### src/hw/rtl/gjk_pkg.sv
`default_nettype none

package gjk_pkg;

  // Widths fixed by the stream format.
  localparam int FIELD_W  = 18;
  localparam int DIR_W    = 64;
  localparam int ITER_W   = 11;
  localparam int STAT_W   = 2;
  localparam int CNT_W    = 3;
  localparam int IN_DATA_W  = 56;
  localparam int OUT_DATA_W = 200;

  localparam logic [ITER_W-1:0] ITER_RESET  = 11'd32;
  localparam logic [CNT_W-1:0]  SIMPLEX_MAX = 3'd4;

  // Result status codes.
  localparam logic [STAT_W-1:0] ST_SEARCH    = 2'd0;
  localparam logic [STAT_W-1:0] ST_SEPARATED = 2'd1;
  localparam logic [STAT_W-1:0] ST_COLLIDED  = 2'd2;
  localparam logic [STAT_W-1:0] ST_LIMIT     = 2'd3;

  // Input command codes.
  localparam logic CMD_START = 1'b0;

  // Last product index of a cross product (3 components x 2 terms x 2 halves)
  // and of a dot product (3 components x 2 halves).
  localparam logic [3:0] CROSS_LAST = 4'd11;
  localparam logic [3:0] DOT_LAST   = 4'd5;

  // Wide operand of the shared multiplier.
  typedef enum logic [2:0] {W_AB, W_AC, W_AD, W_T, W_ABC, W_DIR} wsel_t;
  // Narrow operand of the shared multiplier.
  typedef enum logic [2:0] {N_AB, N_AC, N_AD, N_AO, N_P} nsel_t;
  // Where a cross product lands.
  typedef enum logic [1:0] {D_NONE, D_T, D_ABC, D_DIR} dest_t;

  typedef struct packed {
    logic  is_dot;
    wsel_t wsel;
    nsel_t nsel;
    logic  neg;
    dest_t dest;
  } op_t;

  // Control that travels with one registered partial product.
  typedef struct packed {
    logic       valid;
    logic       hi;
    logic       neg;
    logic       first;
    logic       last;
    logic       is_dot;
    logic [1:0] comp;
    dest_t      dest;
  } pctl_t;

  function automatic op_t mk_op(logic is_dot, wsel_t w, nsel_t n, logic neg, dest_t d);
    op_t o;
    o.is_dot = is_dot;
    o.wsel   = w;
    o.nsel   = n;
    o.neg    = neg;
    o.dest   = d;
    return o;
  endfunction

endpackage

`default_nettype wire

### src/hw/rtl/gjk_simplex_refinement.sv
// GJK simplex refinement for 3-D collision detection.
// The input stream carries one support point of the Minkowski difference per
// word: in_tdata holds x, y, z and in_tuser the command (start or next point).
// Every accepted word yields exactly one result word on the output stream:
// out_tuser holds the status, out_tdata the search direction and the count of
// points held in the simplex.
// The iteration cap is written on the cfg channel, which is always ready.
// A start word, and a next word that only repeats an ended search or hits the
// cap, goes from acceptance straight to the output state; the input stays
// blocked until its result is loaded into the output register. A next word
// runs the line, triangle or tetrahedron reduction on one shared 33 x 19 bit
// multiplier with an accumulator: a dot product is issued as six partial
// products and a cross product as twelve, each followed by a drain state. The
// shortest path is a point behind the direction, the longest a tetrahedron
// falling back to a triangle and then to a line, plus any wait for the output.
// in_tready is high only while the sequencer is idle; one word is in work at
// a time. A finished result sits in the output register, so the next word is
// taken while the receiver stalls; that next result waits until the register
// frees up.
// Reset (synchronous, active low) empties the simplex, zeroes the direction,
// sets the status to searching and the iteration cap to 32.
`default_nettype none

module gjk_simplex_refinement #(
  parameter int COORD_BITS = 18
) (
  input  wire         clk,
  input  wire         rst_n,
  // Fields from bit 0: support_x, support_y, support_z, zero fill.
  input  wire  [55:0] in_tdata,
  // Fields from bit 0: command.
  input  wire  [0:0]  in_tuser,
  input  wire         in_tvalid,
  output logic        in_tready,
  // Fields from bit 0: dir_x, dir_y, dir_z, simplex_count, zero fill.
  output logic [199:0] out_tdata,
  // Fields from bit 0: status.
  output logic [1:0]  out_tuser,
  output logic        out_tvalid,
  input  wire         out_tready,
  input  wire  [10:0] cfg_data,
  input  wire         cfg_valid,
  output logic        cfg_ready
);

  localparam int NW    = COORD_BITS + 1;
  localparam int CW    = 33;
  localparam int PW    = CW + NW;
  localparam int ACC_W = 67 + NW;
  localparam int DW    = gjk_pkg::DIR_W;
  localparam int FW    = gjk_pkg::FIELD_W;

  typedef enum logic [4:0] {
    S_IDLE, S_EXEC, S_DRAIN, S_CHKP, S_RED,
    S_L1, S_L2,
    S_T1, S_T2, S_T3, S_T4, S_T5, S_T6, S_T7,
    S_Q1, S_Q2, S_Q3, S_Q4, S_Q5, S_Q6,
    S_FIN, S_OUT
  } state_t;

  state_t state_r;
  state_t ret_r;
  gjk_pkg::op_t   op_r;
  gjk_pkg::pctl_t pctl_r;
  gjk_pkg::pctl_t pctl_nxt;

  logic signed [COORD_BITS-1:0] pts_r [4][3];
  logic signed [COORD_BITS-1:0] p_r [3];
  logic signed [COORD_BITS-1:0] in_p [3];
  logic signed [DW-1:0] dir_r [3];
  logic signed [DW-1:0] t_r [3];
  logic signed [DW-1:0] abc_r [3];

  logic [gjk_pkg::CNT_W-1:0]  count_r;
  logic [gjk_pkg::ITER_W-1:0] step_r;
  logic [gjk_pkg::ITER_W-1:0] max_r;
  logic [gjk_pkg::STAT_W-1:0] status_r;

  logic [3:0] sidx_r;
  logic       pos_r;
  logic       neg_r;
  logic signed [PW-1:0]    prod_r;
  logic signed [PW-1:0]    prod_nxt;
  logic signed [ACC_W-1:0] acc_r;
  logic signed [ACC_W-1:0] term;
  logic signed [ACC_W-1:0] acc_nxt;

  logic signed [NW-1:0] ab [3];
  logic signed [NW-1:0] ac [3];
  logic signed [NW-1:0] ad [3];
  logic signed [NW-1:0] ao [3];

  logic [1:0] icomp;
  logic [1:0] wcomp;
  logic [1:0] ncomp;
  logic       iterm;
  logic       ihi;
  logic       ilast;
  logic signed [DW-1:0] wval;
  logic signed [NW-1:0] nval;
  logic signed [CW-1:0] chunk;

  logic                        out_valid_r;
  logic [gjk_pkg::OUT_DATA_W-1:0] out_data_r;
  logic [gjk_pkg::STAT_W-1:0]  out_stat_r;

  logic in_acc;
  logic start;
  logic out_load;

  function automatic logic [1:0] rot1(logic [1:0] c);
    unique case (c)
      2'd0:    return 2'd1;
      2'd1:    return 2'd2;
      default: return 2'd0;
    endcase
  endfunction

  function automatic logic [1:0] rot2(logic [1:0] c);
    unique case (c)
      2'd0:    return 2'd2;
      2'd1:    return 2'd0;
      default: return 2'd1;
    endcase
  endfunction

  // Ports.
  assign in_tready  = (state_r == S_IDLE);
  assign cfg_ready  = 1'b1;
  assign out_tvalid = out_valid_r;
  assign out_tdata  = out_data_r;
  assign out_tuser  = out_stat_r;

  assign in_acc   = in_tvalid && in_tready;
  assign start    = (in_tuser[0] == gjk_pkg::CMD_START) || (count_r == '0);
  assign out_load = (state_r == S_OUT) && (!out_valid_r || out_tready);

  // Edge vectors of the simplex and the incoming point, low bits of each field.
  for (genvar i = 0; i < 3; i++) begin : g_vec
    assign in_p[i] = in_tdata[i*FW +: COORD_BITS];
    assign ab[i] = NW'(pts_r[1][i]) - NW'(pts_r[0][i]);
    assign ac[i] = NW'(pts_r[2][i]) - NW'(pts_r[0][i]);
    assign ad[i] = NW'(pts_r[3][i]) - NW'(pts_r[0][i]);
    assign ao[i] = -NW'(pts_r[0][i]);
  end

  // Decode the product index into components, term and half of the wide word.
  always_comb begin
    if (op_r.is_dot) begin
      icomp = sidx_r[2:1];
      iterm = 1'b0;
      ihi   = sidx_r[0];
      wcomp = icomp;
      ncomp = icomp;
      ilast = (sidx_r == gjk_pkg::DOT_LAST);
      pctl_nxt.first = (sidx_r == '0);
      pctl_nxt.last  = ilast;
    end else begin
      icomp = sidx_r[3:2];
      iterm = sidx_r[1];
      ihi   = sidx_r[0];
      wcomp = iterm ? rot2(icomp) : rot1(icomp);
      ncomp = iterm ? rot1(icomp) : rot2(icomp);
      ilast = (sidx_r == gjk_pkg::CROSS_LAST);
      pctl_nxt.first = !iterm && !ihi;
      pctl_nxt.last  = iterm && ihi;
    end
    pctl_nxt.valid  = 1'b1;
    pctl_nxt.hi     = ihi;
    pctl_nxt.neg    = iterm ^ op_r.neg;
    pctl_nxt.is_dot = op_r.is_dot;
    pctl_nxt.comp   = icomp;
    pctl_nxt.dest   = op_r.dest;
  end

  // Operand selection for the shared multiplier.
  always_comb begin
    case (op_r.wsel)
      gjk_pkg::W_AB:  wval = DW'(ab[wcomp]);
      gjk_pkg::W_AC:  wval = DW'(ac[wcomp]);
      gjk_pkg::W_AD:  wval = DW'(ad[wcomp]);
      gjk_pkg::W_T:   wval = t_r[wcomp];
      gjk_pkg::W_ABC: wval = abc_r[wcomp];
      gjk_pkg::W_DIR: wval = dir_r[wcomp];
      default:        wval = '0;
    endcase
    case (op_r.nsel)
      gjk_pkg::N_AB: nval = ab[ncomp];
      gjk_pkg::N_AC: nval = ac[ncomp];
      gjk_pkg::N_AD: nval = ad[ncomp];
      gjk_pkg::N_AO: nval = ao[ncomp];
      gjk_pkg::N_P:  nval = NW'(p_r[ncomp]);
      default:       nval = '0;
    endcase
    chunk = ihi ? {wval[DW-1], wval[DW-1:32]} : {1'b0, wval[31:0]};
  end

  assign prod_nxt = chunk * nval;

  // Accumulate the registered partial product.
  always_comb begin
    term = pctl_r.hi ? (ACC_W'(prod_r) <<< 32) : ACC_W'(prod_r);
    if (pctl_r.neg) begin
      term = -term;
    end
    acc_nxt = (pctl_r.first ? '0 : acc_r) + term;
  end

  // Sequencer, datapath registers and output register.
  always_ff @(posedge clk) begin
    if (!rst_n) begin
      state_r     <= S_IDLE;
      ret_r       <= S_IDLE;
      op_r        <= '0;
      pctl_r      <= '0;
      sidx_r      <= '0;
      count_r     <= '0;
      step_r      <= '0;
      status_r    <= gjk_pkg::ST_SEARCH;
      max_r       <= gjk_pkg::ITER_RESET;
      out_valid_r <= 1'b0;
      pos_r       <= 1'b0;
      neg_r       <= 1'b0;
      for (int i = 0; i < 3; i++) begin
        dir_r[i] <= '0;
      end
    end else begin
      if (cfg_valid) begin
        max_r <= cfg_data;
      end
      if (out_load) begin
        out_valid_r <= 1'b1;
      end else if (out_valid_r && out_tready) begin
        out_valid_r <= 1'b0;
      end

      // Partial-product pipeline stage.
      if (state_r == S_EXEC) begin
        pctl_r <= pctl_nxt;
        prod_r <= prod_nxt;
      end else begin
        pctl_r.valid <= 1'b0;
      end
      if (pctl_r.valid) begin
        acc_r <= acc_nxt;
        if (pctl_r.last) begin
          if (pctl_r.is_dot) begin
            neg_r <= acc_nxt[ACC_W-1];
            pos_r <= !acc_nxt[ACC_W-1] && (acc_nxt != '0);
          end else begin
            case (pctl_r.dest)
              gjk_pkg::D_T:   t_r[pctl_r.comp]   <= acc_nxt[DW-1:0];
              gjk_pkg::D_ABC: abc_r[pctl_r.comp] <= acc_nxt[DW-1:0];
              gjk_pkg::D_DIR: dir_r[pctl_r.comp] <= acc_nxt[DW-1:0];
              default: ;
            endcase
          end
        end
      end

      unique case (state_r)
        S_IDLE: begin
          if (in_acc) begin
            if (start) begin
              for (int i = 0; i < 3; i++) begin
                pts_r[0][i] <= in_p[i];
                dir_r[i]    <= -DW'(in_p[i]);
              end
              count_r  <= 3'd1;
              step_r   <= '0;
              status_r <= gjk_pkg::ST_SEARCH;
              state_r  <= S_OUT;
            end else if (status_r != gjk_pkg::ST_SEARCH) begin
              state_r <= S_OUT;
            end else if (step_r >= max_r) begin
              status_r <= gjk_pkg::ST_LIMIT;
              state_r  <= S_OUT;
            end else begin
              for (int i = 0; i < 3; i++) begin
                p_r[i] <= in_p[i];
              end
              op_r    <= gjk_pkg::mk_op(1'b1, gjk_pkg::W_DIR, gjk_pkg::N_P, 1'b0,
                                        gjk_pkg::D_NONE);
              ret_r   <= S_CHKP;
              state_r <= S_EXEC;
            end
          end
        end
        S_EXEC: begin
          if (ilast) begin
            sidx_r  <= '0;
            state_r <= S_DRAIN;
          end else begin
            sidx_r <= sidx_r + 4'd1;
          end
        end
        S_DRAIN: begin
          state_r <= ret_r;
        end
        // Point behind the direction: separated. Otherwise push it.
        S_CHKP: begin
          if (neg_r) begin
            status_r <= gjk_pkg::ST_SEPARATED;
            state_r  <= S_OUT;
          end else begin
            for (int i = 0; i < 3; i++) begin
              pts_r[3][i] <= pts_r[2][i];
              pts_r[2][i] <= pts_r[1][i];
              pts_r[1][i] <= pts_r[0][i];
              pts_r[0][i] <= p_r[i];
            end
            if (count_r < gjk_pkg::SIMPLEX_MAX) begin
              count_r <= count_r + 3'd1;
            end
            step_r  <= step_r + 11'd1;
            state_r <= S_RED;
          end
        end
        // Dispatch on the simplex size.
        S_RED: begin
          state_r <= S_EXEC;
          if (count_r == 3'd2) begin
            op_r  <= gjk_pkg::mk_op(1'b1, gjk_pkg::W_AB, gjk_pkg::N_AO, 1'b0,
                                    gjk_pkg::D_NONE);
            ret_r <= S_L1;
          end else if (count_r == 3'd3) begin
            op_r  <= gjk_pkg::mk_op(1'b0, gjk_pkg::W_AB, gjk_pkg::N_AC, 1'b0,
                                    gjk_pkg::D_ABC);
            ret_r <= S_T1;
          end else begin
            op_r  <= gjk_pkg::mk_op(1'b0, gjk_pkg::W_AB, gjk_pkg::N_AC, 1'b0,
                                    gjk_pkg::D_T);
            ret_r <= S_Q1;
          end
        end
        // Line case.
        S_L1: begin
          if (pos_r) begin
            op_r    <= gjk_pkg::mk_op(1'b0, gjk_pkg::W_AB, gjk_pkg::N_AO, 1'b0,
                                      gjk_pkg::D_T);
            ret_r   <= S_L2;
            state_r <= S_EXEC;
          end else begin
            count_r <= 3'd1;
            for (int i = 0; i < 3; i++) begin
              dir_r[i] <= DW'(ao[i]);
            end
            state_r <= S_FIN;
          end
        end
        S_L2: begin
          op_r    <= gjk_pkg::mk_op(1'b0, gjk_pkg::W_T, gjk_pkg::N_AB, 1'b0,
                                    gjk_pkg::D_DIR);
          ret_r   <= S_FIN;
          state_r <= S_EXEC;
        end
        // Triangle case.
        S_T1: begin
          op_r    <= gjk_pkg::mk_op(1'b0, gjk_pkg::W_ABC, gjk_pkg::N_AC, 1'b0,
                                    gjk_pkg::D_T);
          ret_r   <= S_T2;
          state_r <= S_EXEC;
        end
        S_T2: begin
          op_r    <= gjk_pkg::mk_op(1'b1, gjk_pkg::W_T, gjk_pkg::N_AO, 1'b0,
                                    gjk_pkg::D_NONE);
          ret_r   <= S_T3;
          state_r <= S_EXEC;
        end
        S_T3: begin
          state_r <= S_EXEC;
          if (pos_r) begin
            op_r  <= gjk_pkg::mk_op(1'b1, gjk_pkg::W_AC, gjk_pkg::N_AO, 1'b0,
                                    gjk_pkg::D_NONE);
            ret_r <= S_T4;
          end else begin
            // Edge normal ab x abc, formed as -(abc x ab).
            op_r  <= gjk_pkg::mk_op(1'b0, gjk_pkg::W_ABC, gjk_pkg::N_AB, 1'b1,
                                    gjk_pkg::D_T);
            ret_r <= S_T5;
          end
        end
        S_T4: begin
          // Keep edge ac or edge ab, then run the line case on it.
          if (pos_r) begin
            for (int i = 0; i < 3; i++) begin
              pts_r[1][i] <= pts_r[2][i];
            end
          end
          count_r <= 3'd2;
          state_r <= S_RED;
        end
        S_T5: begin
          op_r    <= gjk_pkg::mk_op(1'b1, gjk_pkg::W_T, gjk_pkg::N_AO, 1'b0,
                                    gjk_pkg::D_NONE);
          ret_r   <= S_T6;
          state_r <= S_EXEC;
        end
        S_T6: begin
          if (pos_r) begin
            count_r <= 3'd2;
            state_r <= S_RED;
          end else begin
            op_r    <= gjk_pkg::mk_op(1'b1, gjk_pkg::W_ABC, gjk_pkg::N_AO, 1'b0,
                                      gjk_pkg::D_NONE);
            ret_r   <= S_T7;
            state_r <= S_EXEC;
          end
        end
        S_T7: begin
          // Origin above or below the face; below flips the winding.
          for (int i = 0; i < 3; i++) begin
            if (pos_r) begin
              dir_r[i] <= abc_r[i];
            end else begin
              dir_r[i]    <= -abc_r[i];
              pts_r[1][i] <= pts_r[2][i];
              pts_r[2][i] <= pts_r[1][i];
            end
          end
          state_r <= S_FIN;
        end
        // Tetrahedron case: test the three faces through the newest point.
        S_Q1, S_Q3, S_Q5: begin
          op_r    <= gjk_pkg::mk_op(1'b1, gjk_pkg::W_T, gjk_pkg::N_AO, 1'b0,
                                    gjk_pkg::D_NONE);
          ret_r   <= (state_r == S_Q1) ? S_Q2 : ((state_r == S_Q3) ? S_Q4 : S_Q6);
          state_r <= S_EXEC;
        end
        S_Q2: begin
          if (pos_r) begin
            count_r <= 3'd3;
            state_r <= S_RED;
          end else begin
            op_r    <= gjk_pkg::mk_op(1'b0, gjk_pkg::W_AC, gjk_pkg::N_AD, 1'b0,
                                      gjk_pkg::D_T);
            ret_r   <= S_Q3;
            state_r <= S_EXEC;
          end
        end
        S_Q4: begin
          if (pos_r) begin
            for (int i = 0; i < 3; i++) begin
              pts_r[1][i] <= pts_r[2][i];
              pts_r[2][i] <= pts_r[3][i];
            end
            count_r <= 3'd3;
            state_r <= S_RED;
          end else begin
            op_r    <= gjk_pkg::mk_op(1'b0, gjk_pkg::W_AD, gjk_pkg::N_AB, 1'b0,
                                      gjk_pkg::D_T);
            ret_r   <= S_Q5;
            state_r <= S_EXEC;
          end
        end
        S_Q6: begin
          if (pos_r) begin
            for (int i = 0; i < 3; i++) begin
              pts_r[1][i] <= pts_r[3][i];
              pts_r[2][i] <= pts_r[1][i];
            end
            count_r <= 3'd3;
            state_r <= S_RED;
          end else begin
            status_r <= gjk_pkg::ST_COLLIDED;
            state_r  <= S_OUT;
          end
        end
        S_FIN: begin
          if (step_r >= max_r) begin
            status_r <= gjk_pkg::ST_LIMIT;
          end
          state_r <= S_OUT;
        end
        S_OUT: begin
          if (out_load) begin
            out_stat_r <= status_r;
            out_data_r <= {5'b0, count_r, dir_r[2], dir_r[1], dir_r[0]};
            state_r    <= S_IDLE;
          end
        end
        default: state_r <= S_IDLE;
      endcase
    end
  end

`ifndef SYNTHESIS
  a_count_max: assert property (@(posedge clk) disable iff (!rst_n)
    count_r <= gjk_pkg::SIMPLEX_MAX)
    else $error("simplex count above four");

  a_collided_full: assert property (@(posedge clk) disable iff (!rst_n)
    (status_r == gjk_pkg::ST_COLLIDED) |-> (count_r == gjk_pkg::SIMPLEX_MAX))
    else $error("collision reported without a full tetrahedron");

  a_pipe_from_exec: assert property (@(posedge clk) disable iff (!rst_n)
    pctl_r.valid |-> $past(state_r == S_EXEC))
    else $error("partial product issued outside the execute state");

  a_ended_nonempty: assert property (@(posedge clk) disable iff (!rst_n)
    (status_r != gjk_pkg::ST_SEARCH) |-> (count_r != '0))
    else $error("search ended with an empty simplex");
`endif

endmodule

`default_nettype wire

### config.mk
export PLATFORM = sky130hd
export DESIGN_NAME = gjk_simplex_refinement
export DESIGN_NICKNAME = d
export VERILOG_FILES = /design/src/hw/rtl/gjk_pkg.sv /design/src/hw/rtl/gjk_simplex_refinement.sv
export SDC_FILE = /design/constraint.sdc
export NUM_CORES = 2
export LEC_CHECK = 0
export BUFFER_PORTS_ARGS = -buffer_cell sky130_fd_sc_hd__buf_4
export CAP_MARGIN = 10
export CORE_MARGIN = 4
export CORE_UTILIZATION = 60
export CTS_BUF_LIST = sky130_fd_sc_hd__clkbuf_8
export DETAILED_ROUTE_END_ITERATION = 6
export PLACE_DENSITY = 0.85
export SLEW_MARGIN = 10
export SYNTH_ARGS = -nofsm -noshare
export SYNTH_HDL_FRONTEND = slang
export SYNTH_SLANG_ARGS = --single-unit
### constraint.sdc
create_clock -name clk -period 24.6 [get_ports clk]
set_input_delay 4.92 -clock clk [delete_from_list [all_inputs] [get_ports clk]]
set_output_delay 4.92 -clock clk [all_outputs]
set_load 0.01 [all_outputs]
Yosys cells after proc, flatten, opt, wreduce, memory -nomap -nowiden
Memories as Yosys holds them, arrays and structs flattened. A register that Yosys moved wholly into a read port is not among the register bits.
Cells that the tools add are included.
- $add $sub $neg: 23
- multipliers: 1
- order comparisons: 4
- equality and inequality tests: 69
- multiplexer cells: 188
- bitwise operators: 76
- reductions and logical operators: 41
- operator list (kind ; count):
    $mux W64 ; 12
    $mux W18 ; 24
    $pmux W64 S6 ; 1
    $bmux W19 S2 ; 7
    $mux W19 ; 14
    $neg A18 Y64 ; 3
    $neg A64 Y64 ; 3
    $mux W86 ; 2
    $sub A18 B18 Y19 ; 9
    $pmux W5 S12 ; 2
    $mux W10 ; 10
    $pmux W10 S10 ; 1
    $pmux W19 S5 ; 1
    $mux W5 ; 18
    $add A86 B86 Y86 ; 1
    $neg A84 Y86 ; 1
    $reduce_bool A86 Y1 ; 1
    $mux W83 ; 1
    $mux W1 ; 61
    $neg A18 Y19 ; 3
    $mul A33 B19 Y52 ; 1
    $eq A5 B4 Y1 const B ; 8
    $or A1 B1 Y1 ; 36
    $mux W11 ; 3
    53 further kinds ; 179
- register bits after elaboration: 399
- bits in writable memories: 846
- input bits: 73
- output and inout bits: 205
- logic and storage cells: 434
- memories kept: 5
- memory list (memory ; depth ; width ; read ports ; clocked after memory_dff ; write ports ; RTL line ; source):
    pts_r ; 4 ; 54 ; 4 ; 0 ; 4 ; gjk_simplex_refinement.sv:67 ; logic signed [COORD_BITS-1:0] pts_r [4][3];
    abc_r ; 3 ; 64 ; 4 ; 0 ; 1 ; gjk_simplex_refinement.sv:72 ; logic signed [DW-1:0] abc_r [3];
    dir_r ; 3 ; 64 ; 4 ; 3 ; 4 ; gjk_simplex_refinement.sv:70 ; logic signed [DW-1:0] dir_r [3];
    t_r ; 3 ; 64 ; 1 ; 0 ; 1 ; gjk_simplex_refinement.sv:71 ; logic signed [DW-1:0] t_r [3];
    p_r ; 3 ; 18 ; 4 ; 0 ; 3 ; gjk_simplex_refinement.sv:68 ; logic signed [COORD_BITS-1:0] p_r [3];

Depth between registers and ports, before layout
- word-level depth: 21
- mapped depth: 45
- depth with buffers taken out: 44

Least setup slack after synthesis
No wires, ideal clock.
- path type: in2reg
- start: input rst_n
- end: register out_data_r, in the netlist out_tdata[0] (read register of dir_r), enable pin
- setup time: 0.757 ns
- arrival: 13.999 ns
- data required time: 23.843 ns
- setup slack: 9.844 ns
- stages: 5
- path buffers: 3
- cell sequence: clkbuf_1 -> clkbuf_1 -> buf_1 -> nand2_1 -> nor2_1
- cells in the longest elaborated chain, start to end: 1
- ends and longest elaborated chain (what ; RTL line ; source):
    start, declared ; gjk_simplex_refinement.sv:28 ; input wire rst_n,
    $reduce_and A3 Y1 (no line) ; n/a ;
    end, declared ; gjk_simplex_refinement.sv:104 ; logic [gjk_pkg::OUT_DATA_W-1:0] out_data_r;
Every way passes these cells.
A chain may end at the register's enable or synchronous reset.

==> impl_results.md <==
- Final Cycle Share: 0.5901
- Num CTS Buffers: 212
- Clk sink count: 1,373
- Drt wl/cell: 31.80 um
- Initial Util: 0.6028
- Most frequent CP cell: fa_1
- Site Rows: 152
- M2 GR Usage: 0.6525
- Synth unique cells: 109
- Worst-Skew Late Latency: 1.03 ns
- Setup TNS: 0 ns
- Post-route ant nets: 0
- Slew headroom: 0.1223
- Max-cap violation count: 0
- Largest net degree at the start of global routing: 148
- Layout cell share with drive strength beyond 1: 0.1127
- Critical Path AT: 15.27 ns
- Layout net count: 11,430
- Tmin final: 14.52 ns
- Buffers on Ports: 269
- Core area: 171,400 um^2
- Chip Height: 422.9 um
- Number of cells on the worst hold path: 0
- Max clock buf depth: 3
- Yosys reg bits: 1,373
- HP Class: register to register
- Peak Freq: 68.89 MHz
- Area Overhead vs Synth: 8.963%
- Final Max Tran Viols: 0
- Launching point of the worst reg2reg path: pts_r[0][36]
- Drc violations: 20
- Post_cts resized: 0
- Critical path launch point type: register
- Worst r2r dst: prod_r[50]
- GR peak layer: met2
- Mean Syn Cell Area: 10.22 um^2
- Largest stage delay, worst path: 1.00 ns
- Post-CTS Hold Fix Bufs: 0
- Crit-path slowest cell: o21a_1
- Initial antenna violation count: 34
- GRT Total Usage: 0.4456
- Clock transition at path regs: 0.07 ns
- Failing checks: design-rule violations
- Main synth FF type: edfxtp_1
- Critical Path End Type: register
- Vias: 88,680
- Max Fanout on Critical Path: 53
- Global Route met1 Usage: 0.5591
- Drt pass-1 iters: 7
- Cell chosen for the clock root: clkbuf_8
- Vias/cell: 6.931
- Final wirelength: 406,800 um
- IO Count: 278
- Critical Path RT: 25.36 ns
- Fin. Hold Viols: 0
- Die ar.: 178,800 um^2
- Synth Instances: 10,110
- Least-Margin Pin Slew: 1.308 ns
- R2r setup slk: 10.08 ns
- Sequential area share after synthesis: 0.3930
- Final Skew: 0.07741 ns
- Worst r2r path cells: 44
- CTS H-tree lvls: 4
- RePlAce Congestion: 1.078
- EDFF count, synth: 1,309
- Grt total ovfl: 0
- Half-perimeter wire length after placement: 299,700 um
- Yosys Warn Count: 0
- Ys async rst share: 0
- 1st-iter DRT viols: 14,250
- Fill cell count: 13,020
- Status: complete, but fails checks
- Vias in the first global route: 85,540
- CTS tree: yes
- HP Start: dir_r[0][44]
- Hold EP: out_tdata[44]
- Critical path class: register to register
- First-pass GRT wire length: 584,700 um
- Setup-failing EPs final: 0
- Synthesized cell area: 103,300 um^2
- Setup Fix Bufs, Post-CTS: 0
- Met3 usage: 0.1333
- Unrepaired setup endpoints after global routing: no
- DIE WIDTH: 422.9 um
-- cells in the final DEF (no fill, tap or decap), drive strengths merged, types with 73 or more instances in the layout --
master  count
a21o      132
a21oi     639
a22o       85
a22oi     104
a31oi     176
and2      150
buf       512
clkbuf    213
clkinv    110
edfxtp   1309
fa        618
ha        461
inv       908
mux2      104
mux2i      82
mux4      129
nand2    1125
nand2b     73
nand3     155
nor2      740
nor2b     211
nor3      216
nor4       73
o211ai     94
o21ai     409
o22ai      87
xnor2     353
xor2      253
-- cell type report --
class	count	area, um^2	area share
Clock buffer	213	2932	0.02605
Inverter	858	3221	0.02862
Tap cell	2310	2890	0.02568
Timing Repair Buffer	512	3860	0.03430
Clock inverter	182	1232	0.01095
Antenna cell	30	75.07	0.0006670
Sequential cell	1373	40600	0.3608
Multi-Input combinational cell	7316	57730	0.5130
-- sequential cells by signal (all words and copies together), names as in the netlist, 5 cells and up --
| register | count |
|---|---|
| abc_r | 256 |
| acc_r | 86 |
| dir_r | 256 |
| max_r | 11 |
| op_r | 10 |
| out_tdata | 195 |
| p_r | 54 |
| pctl_r | 10 |
| prod_r | 52 |
| pts_r | 216 |
| ret_r | 5 |
| state_r | 5 |
| step_r | 11 |
| t_r | 192 |
-- how the worst max path moves through the flow --
stage,end,from,cells after the start,slack [ns]
3_3_place_gp,prod_r[50],pts_r[0][36],44,10.74
3_5_place_dp,prod_r[50],pts_r[0][36],44,10.52
2_1_floorplan,out_tdata[0],rst_n,5,9.84
4_1_cts,prod_r[50],pts_r[0][36],44,10.49
5_1_grt,prod_r[50],pts_r[0][36],44,9.69
6_report,prod_r[50],pts_r[0][36],44,10.08
-- through the flow --
stage | cells | setup WS [ns] | hold WS [ns] | util | instance area (um^2)
6_report | 12790 | 10.08 | 0.4359 | 0.6568 | 112500
5_1_grt | 12780 | 9.688 | 0.4549 | 0.6565 | 112500
4_1_cts | 12760 | 10.49 | 0.4373 | 0.6563 | 112500
3_5_place_dp | 12370 | 10.52 | 0.4334 | 0.6320 | 108300
3_3_place_gp | 12370 | 10.74 | 0.4330 | 0.6320 | 108300
2_1_floorplan | 10110 | 9.844 | 0.4209 | - | 103300
-- metal layers --
layer / routed length, um / part of all wire / up-vias
li1: - / - / 36480
met1: 137200 / 0.34 / 42640
met2: 172000 / 0.42 / 7729
met3: 57600 / 0.14 / 1812
met4: 39930 / 0.098 / 20
met5: 155 / 0.00038 / -
-- worst max-delay path: cells and delay by family (launching register included) --
family / cells / cell delay, ns
buffers and inverters: 8 / 0.95
AOI/OAI and AO/OA: 21 / 7.23
adders and majority gates: 10 / 4.51
xor gates and xnor gates: 1 / 0.11
and+or+nand+nor: 4 / 0.75
DFF: 1 / 0.70
-- cells in the mapped netlist, types with 57 or more instances --
| cell type | instances | share of area |
|---|---|---|
| nor2b_1 | 211 | 0.013 |
| o211ai_1 | 94 | 0.0068 |
| dfxtp_1 | 64 | 0.012 |
| o22ai_1 | 87 | 0.0053 |
| and2_1 | 149 | 0.0090 |
| edfxtp_1 | 1309 | 0.38 |
| inv_1 | 851 | 0.031 |
| a211oi_1 | 61 | 0.0044 |
| mux2i_1 | 81 | 0.0078 |
| nor4_1 | 73 | 0.0044 |
| a22oi_1 | 104 | 0.0076 |
| mux2_2 | 104 | 0.011 |
| nand2_1 | 1125 | 0.041 |
| buf_1 | 63 | 0.0023 |
| a31oi_1 | 175 | 0.011 |
| xor2_1 | 253 | 0.021 |
| o21ai_0 | 393 | 0.019 |
| mux4_2 | 129 | 0.028 |
| nor2_1 | 739 | 0.027 |
| xnor2_1 | 352 | 0.030 |
| a21oi_1 | 638 | 0.031 |
| nand4_1 | 57 | 0.0035 |
| clkbuf_1 | 443 | 0.016 |
| nand3_1 | 155 | 0.0075 |
| nand2b_1 | 73 | 0.0044 |
| nor3_1 | 213 | 0.010 |
| a22o_1 | 85 | 0.0072 |
| fa_1 | 618 | 0.12 |
| ha_1 | 461 | 0.056 |
| a21o_1 | 132 | 0.0096 |
-- kinds of logic after synthesis --
family	share of synthesized area
buffers and inverters	0.05245
adder cells (fa/ha/maj)	0.1756
flip-flops	0.3930
multiplexers	0.04745
AND/OR/NAND/NOR	0.1372
AO/OA/AOI/OAI	0.1428
other	0.00007271
XOR/XNOR	0.05146
Power is not shown: default switching activity piles up to over one toggle a cycle in this logic, so the estimate is an artifact.
